### src/hw/rtl/pmid_pkg.sv
// ----------------------------------------------------------------------------
// pmid_pkg
// Types and constants shared by the periodic minimum-image distance unit:
// coordinate widths, payload structures and the inter-stage structures.
// ----------------------------------------------------------------------------
package pmid_pkg;

  // Coordinate and derived arithmetic widths.
  localparam int COORD_BITS  = 24;
  localparam int PERIOD_BITS = COORD_BITS + 1;
  localparam int SQUARE_BITS = 2 * COORD_BITS;
  // Room for the sum of up to three squares.
  localparam int SUM_BITS    = SQUARE_BITS + 2;
  localparam int LIMSQ_BITS  = 2 * PERIOD_BITS;
  localparam int MAX_AXES    = 3;

  // Five front stages, one stage per root bit and the output register.
  localparam int LATENCY     = COORD_BITS + 6;

  // The period resets to 1.0 in the fixed-point scale.
  localparam logic [PERIOD_BITS-1:0] PERIOD_RESET = PERIOD_BITS'(1) << COORD_BITS;

  typedef logic [COORD_BITS-1:0]  coord_t;
  typedef logic [PERIOD_BITS-1:0] period_t;

  // One input item: the two points.
  typedef struct packed {
    coord_t first_x;
    coord_t first_y;
    coord_t first_z;
    coord_t second_x;
    coord_t second_y;
    coord_t second_z;
  } pmid_in_t;

  // One result item.
  typedef struct packed {
    coord_t distance;
    logic   over_half;
  } pmid_out_t;

  // Front end to square-root pipeline.
  typedef struct packed {
    logic                   valid;
    logic                   over_half;
    logic                   saturate;
    logic [SQUARE_BITS-1:0] radicand;
  } pmid_rad_t;

  // Square-root pipeline to output register.
  typedef struct packed {
    logic   valid;
    logic   over_half;
    logic   saturate;
    coord_t root;
  } pmid_root_t;

endpackage

### src/hw/rtl/pmid_sqrt.sv
// ----------------------------------------------------------------------------
// pmid_sqrt
// Pipelined integer square root: one restoring step, and so one root bit,
// per register stage, with the flags of the item carried alongside.
// ----------------------------------------------------------------------------
module pmid_sqrt (
  input  logic                 clk,
  input  logic                 rst,
  input  pmid_pkg::pmid_rad_t  rad,
  output pmid_pkg::pmid_root_t root
);

  localparam int N     = pmid_pkg::COORD_BITS;
  localparam int REM_W = N + 2;

  typedef struct packed {
    logic             valid;
    logic             over_half;
    logic             saturate;
    logic [REM_W-1:0] rem;
    logic [N-1:0]     part;
    logic [2*N-1:0]   rad;
  } stage_t;

  stage_t st [N+1];

  // Stage zero is the incoming item with an empty remainder and root.
  assign st[0].valid     = rad.valid;
  assign st[0].over_half = rad.over_half;
  assign st[0].saturate  = rad.saturate;
  assign st[0].rem       = '0;
  assign st[0].part      = '0;
  assign st[0].rad       = rad.radicand;

  for (genvar k = 0; k < N; k++) begin : g_step
    logic [REM_W:0]   rem_sh;
    logic [REM_W:0]   trial;
    logic [REM_W:0]   rem_sub;
    logic             take;

    // Bring down the next two radicand bits and try the next root bit.
    assign rem_sh  = {st[k].rem[REM_W-2:0], st[k].rad[2*N-1:2*N-2]};
    assign trial   = {1'b0, st[k].part, 2'b01};
    assign rem_sub = rem_sh - trial;
    assign take    = rem_sh >= trial;

    always_ff @(posedge clk) begin
      if (rst) begin
        st[k+1].valid <= 1'b0;
      end else begin
        st[k+1].valid <= st[k].valid;
      end
      st[k+1].over_half <= st[k].over_half;
      st[k+1].saturate  <= st[k].saturate;
      st[k+1].rad       <= {st[k].rad[2*N-3:0], 2'b00};
      if (take) begin
        st[k+1].rem  <= rem_sub[REM_W-1:0];
        st[k+1].part <= {st[k].part[N-2:0], 1'b1};
      end else begin
        st[k+1].rem  <= rem_sh[REM_W-1:0];
        st[k+1].part <= {st[k].part[N-2:0], 1'b0};
      end
    end
  end

  assign root.valid     = st[N].valid;
  assign root.over_half = st[N].over_half;
  assign root.saturate  = st[N].saturate;
  assign root.root      = st[N].part;

endmodule

### config.mk
export PLATFORM = sky130hd
export DESIGN_NAME = pmid_sqrt
export DESIGN_NICKNAME = d
export VERILOG_FILES = /design/src/hw/rtl/pmid_pkg.sv /design/src/hw/rtl/pmid_sqrt.sv
export SDC_FILE = /design/constraint.sdc
export NUM_CORES = 2
export LEC_CHECK = 0
export BUFFER_PORTS_ARGS = -buffer_cell sky130_fd_sc_hd__buf_2
export CAP_MARGIN = 25
export CORE_ASPECT_RATIO = 0.6
export CORE_MARGIN = 1
export CORE_UTILIZATION = 46
export DETAILED_ROUTE_END_ITERATION = 12
export SETUP_SLACK_MARGIN = 0.5
export SYNTH_ARGS = -nofsm -noshare
export SYNTH_HDL_FRONTEND = slang
export SYNTH_SLANG_ARGS = --single-unit
export TNS_END_PERCENT = 5
### constraint.sdc
create_clock -name clk -period 3.9 [get_ports clk]
set_input_delay 0.195 -clock clk [delete_from_list [all_inputs] [get_ports clk]]
set_output_delay 0.195 -clock clk [all_outputs]
set_load 0.005 [all_outputs]
==> flow_metrics.tcl <==
set metrics [dict create \
    syn_avg_cell_area_um2 10.4 \
    vias_per_cell 5.05 \
    worst_ep_required_time_ps 4510 \
    ioPinCount 80 \
    numClockSinks 1467 \
    setup_violations 0 \
    grt_util_all_layers_pct 19.1 \
    fmax_mhz 294 \
    post-route-min-period_ps 3400 \
    synthTopCellsByArea "dfxtp_1, ha_1, xnor2_1" \
    layout-drive-gt1-share_pct 8.14 \
    maxCapViolations 0 \
    ys.flop_type "dfxtp_1" \
    outcome "finished, final reports clean" \
    wl_um 110000 \
    num_vias 34600 \
    worstSkewPairLatency_ps 760 \
    netlist.area_leader.share_pct 56.2 \
    area_growth_pct 14.3 \
    min_path_type "input pin to flop" \
    h-tree-depth 4 \
    hpwl_um 82200 \
    port_buffers 79 \
    fillers 9935 \
    globalplace.congestion 0.884 \
    netlist_instances 5035 \
    worst-setup-path-type "flop to flop" \
    timing.slew.headroom_pct 32.3 \
    grt_pass1_vias 32200 \
    rows 95 \
    path_max_fanout 22 \
    grt_pass1_wl_um 176000 \
    cp-end-kind "flop" \
    critPathMaxStageDelay_ps 450 \
    grt_overflow 0 \
    clk_pin_slew_ps 60 \
    fin_crit_sh_pct 87.2 \
    drc 0 \
    ys_seq_elements 1467 \
    reg2reg_to "g_step[22].rem_sh[21]" \
    layout.nets 5619 \
    synth.distinct_cells 76 \
    antenna_found_initial 6 \
    synth_area_um2 52300 \
    yosysMostFrequentCell "dfxtp_1" \
    path_cells "inv_1 > ha_1 > nand3_1 > a21oi_1 > o2111a_1 > o31ai_1 > o311ai_4 > or2_4 > mux2_2" \
    initialDrtViolationCount 2864 \
    grt_max_degree 37 \
    tns_ps 0 \
    power_leakage_uw 0.0277 \
    clock_path_buffers 3 \
    worst_slew_pin_slew_ps 1010 \
    fin_util_pct 53.2 \
    start_util_pct 46.5 \
    cts_tree "built" \
    place_area_um2 54400 \
    synth.yosys.warnings 0 \
    synth.cells.most_frequent "dfxtp_1, inv_1, ha_1, nor2_1, nand2_1" \
    die_w_um 437 \
    r2r_cells 9 \
    irDropWorstVdd_v 0.000379 \
    synth.yosys.seq_area_share_pct 56.2 \
    worst_path_max_delay_cell "o311ai_4" \
    rsz0062_at_grt "true" \
    hp-start "rad[27]" \
    wl_per_cell_um 16.0 \
    core-area_um2 112000 \
    r2r-start "g_step[21].trial[5]" \
    synth_top_area_cell "dfxtp_1" \
    synth_edf_count 0 \
    arrival_ps 4010 \
    r2r_setup_slack_ps 500 \
    dieArea_um2 115000 \
    hold_depth 2 \
    dr.pass1.iters 6 \
    cts-buffers-inserted 133 \
    holdPathEnd "st[2352]" \
    final_area_um2 59700 \
    skew_ps 47.8 \
    finalHoldViolCount 0 \
    startpoint_type "flop" \
    ctsRootBufferMaster "clkbuf_16" \
    post_cts.repair.setup_buffers 0 \
    fp.dieH_um 263 \
    async_flop_share_pct 0 \
    synth_fp_nets 5413 \
    ant_nets 0 \
    drv_slew 0 \
    power_density_nw_per_um2 660 \
]
-- layout by cell type, fill, tap and decap left out, drive strengths merged, types with 28 or more instances in the layout --
master / instances
or2: 28
or3: 45
a31oi: 29
a21o: 86
a211oi: 30
nor3: 124
buf: 119
or4: 36
nand2b: 60
nand4: 54
o21a: 54
mux2: 43
nand3: 82
clkbuf: 179
ha: 325
dfxtp: 1467
nor4: 75
inv: 408
dlygate4sd3: 66
nand2: 301
a21oi: 300
o21bai: 31
clkinv: 28
nor2b: 60
xnor2: 243
o21ai: 261
nor2: 304
xor2: 197
-- metrics by stage --
stage | instances | hold WS (ps) | power (uW) | setup slack (ps)
2_1_floorplan | 5035 | 223 | 23800 | 915
3_3_place_gp | 6542 | 297 | 25800 | 410
3_5_place_dp | 6542 | 299 | 25900 | 303
4_1_cts | 6846 | 0.00228 | 39700 | 513
5_1_grt | 6846 | 37.1 | 41500 | 376
6_report | 6848 | 67.9 | 39400 | 500
-- power breakdown --
part,switching [uW],internal [uW]
sequential,1760,17400
clock,5790,7830
combinational,3680,2950
total,11200,28200
-- worst max-delay path, delay by kind of cell (launching register included) --
family / cells / cell delay [ps]
flip-flops: 1 / 330
adder cells (fa/ha/maj): 1 / 370
buffers and inverters: 1 / 40
multiplexers: 1 / 370
AND/OR/NAND/NOR: 2 / 730
AO/OA/AOI/OAI: 4 / 1400
-- state kept, by name, summed over array words and instances (netlist names) --
register       cells
g_step.trial     276
root              27
st               575
g_step.rem_sh    589
-- repair_timing --
item / 4_1_cts / 5_1_grt
setup endpoints to repair: 24 / 130
gates cloned: 1 / 0
hold buffers: 66 / 0
resized for setup: 4 / 8
endpoints found under the hold margin: 75 / 0
pin swaps: 1 / 0
-- area by class of cell --
cell class / count / area (um^2) / area share (%)
diodes: 2 / 5.00 / 0.00838
clock inverters: 58 / 940 / 1.57
repair buffers: 185 / 1390 / 2.33
multi-input cells: 3055 / 20900 / 35.0
well taps: 1503 / 1880 / 3.15
inverters: 399 / 1500 / 2.51
clock buffers: 179 / 3720 / 6.23
flip-flops and latches: 1467 / 29400 / 49.2
-- cell families after synthesis --
| group | after synthesis | share of synthesized area, % |
|---|---|---|
| flops | 1467 | 56.2 |
| simple gates | 1277 | 12.3 |
| compound gates | 955 | 11.3 |
| buf+inv | 514 | 3.91 |
| xor+xnor | 440 | 7.37 |
| fa+ha+maj | 325 | 7.78 |
| mux | 56 | 1.18 |
| other cells | 1 | 0.00717 |
-- worst max-delay path by stage --
stage	depth (start not counted)	end	start	slack, ps
3_3_place_gp	9	g_step[22].rem_sh[7]	g_step[21].trial[5]	410
6_report	9	g_step[22].rem_sh[21]	g_step[21].trial[5]	500
5_1_grt	11	g_step[20].rem_sh[6]	g_step[19].trial[3]	380
2_1_floorplan	11	g_step[14].rem_sh[22]	g_step[13].trial[3]	910
3_5_place_dp	9	g_step[22].rem_sh[7]	g_step[21].trial[8]	300
4_1_cts	10	g_step[19].rem_sh[18]	g_step[18].trial[8]	510
-- metal layers --
| metal | vias up | track usage [%] | part of all wire, % |
|---|---|---|---|
| li1 | 17600 | - | - |
| met1 | 15900 | 32.7 | 58 |
| met2 | 841 | 21.8 | 33 |
| met3 | 142 | 4.96 | 7.6 |
| met4 | 0 | 5.32 | 1.8 |
| met5 | - | 0 | 0 |
Note: power is estimated with default switching activity, not from simulation.
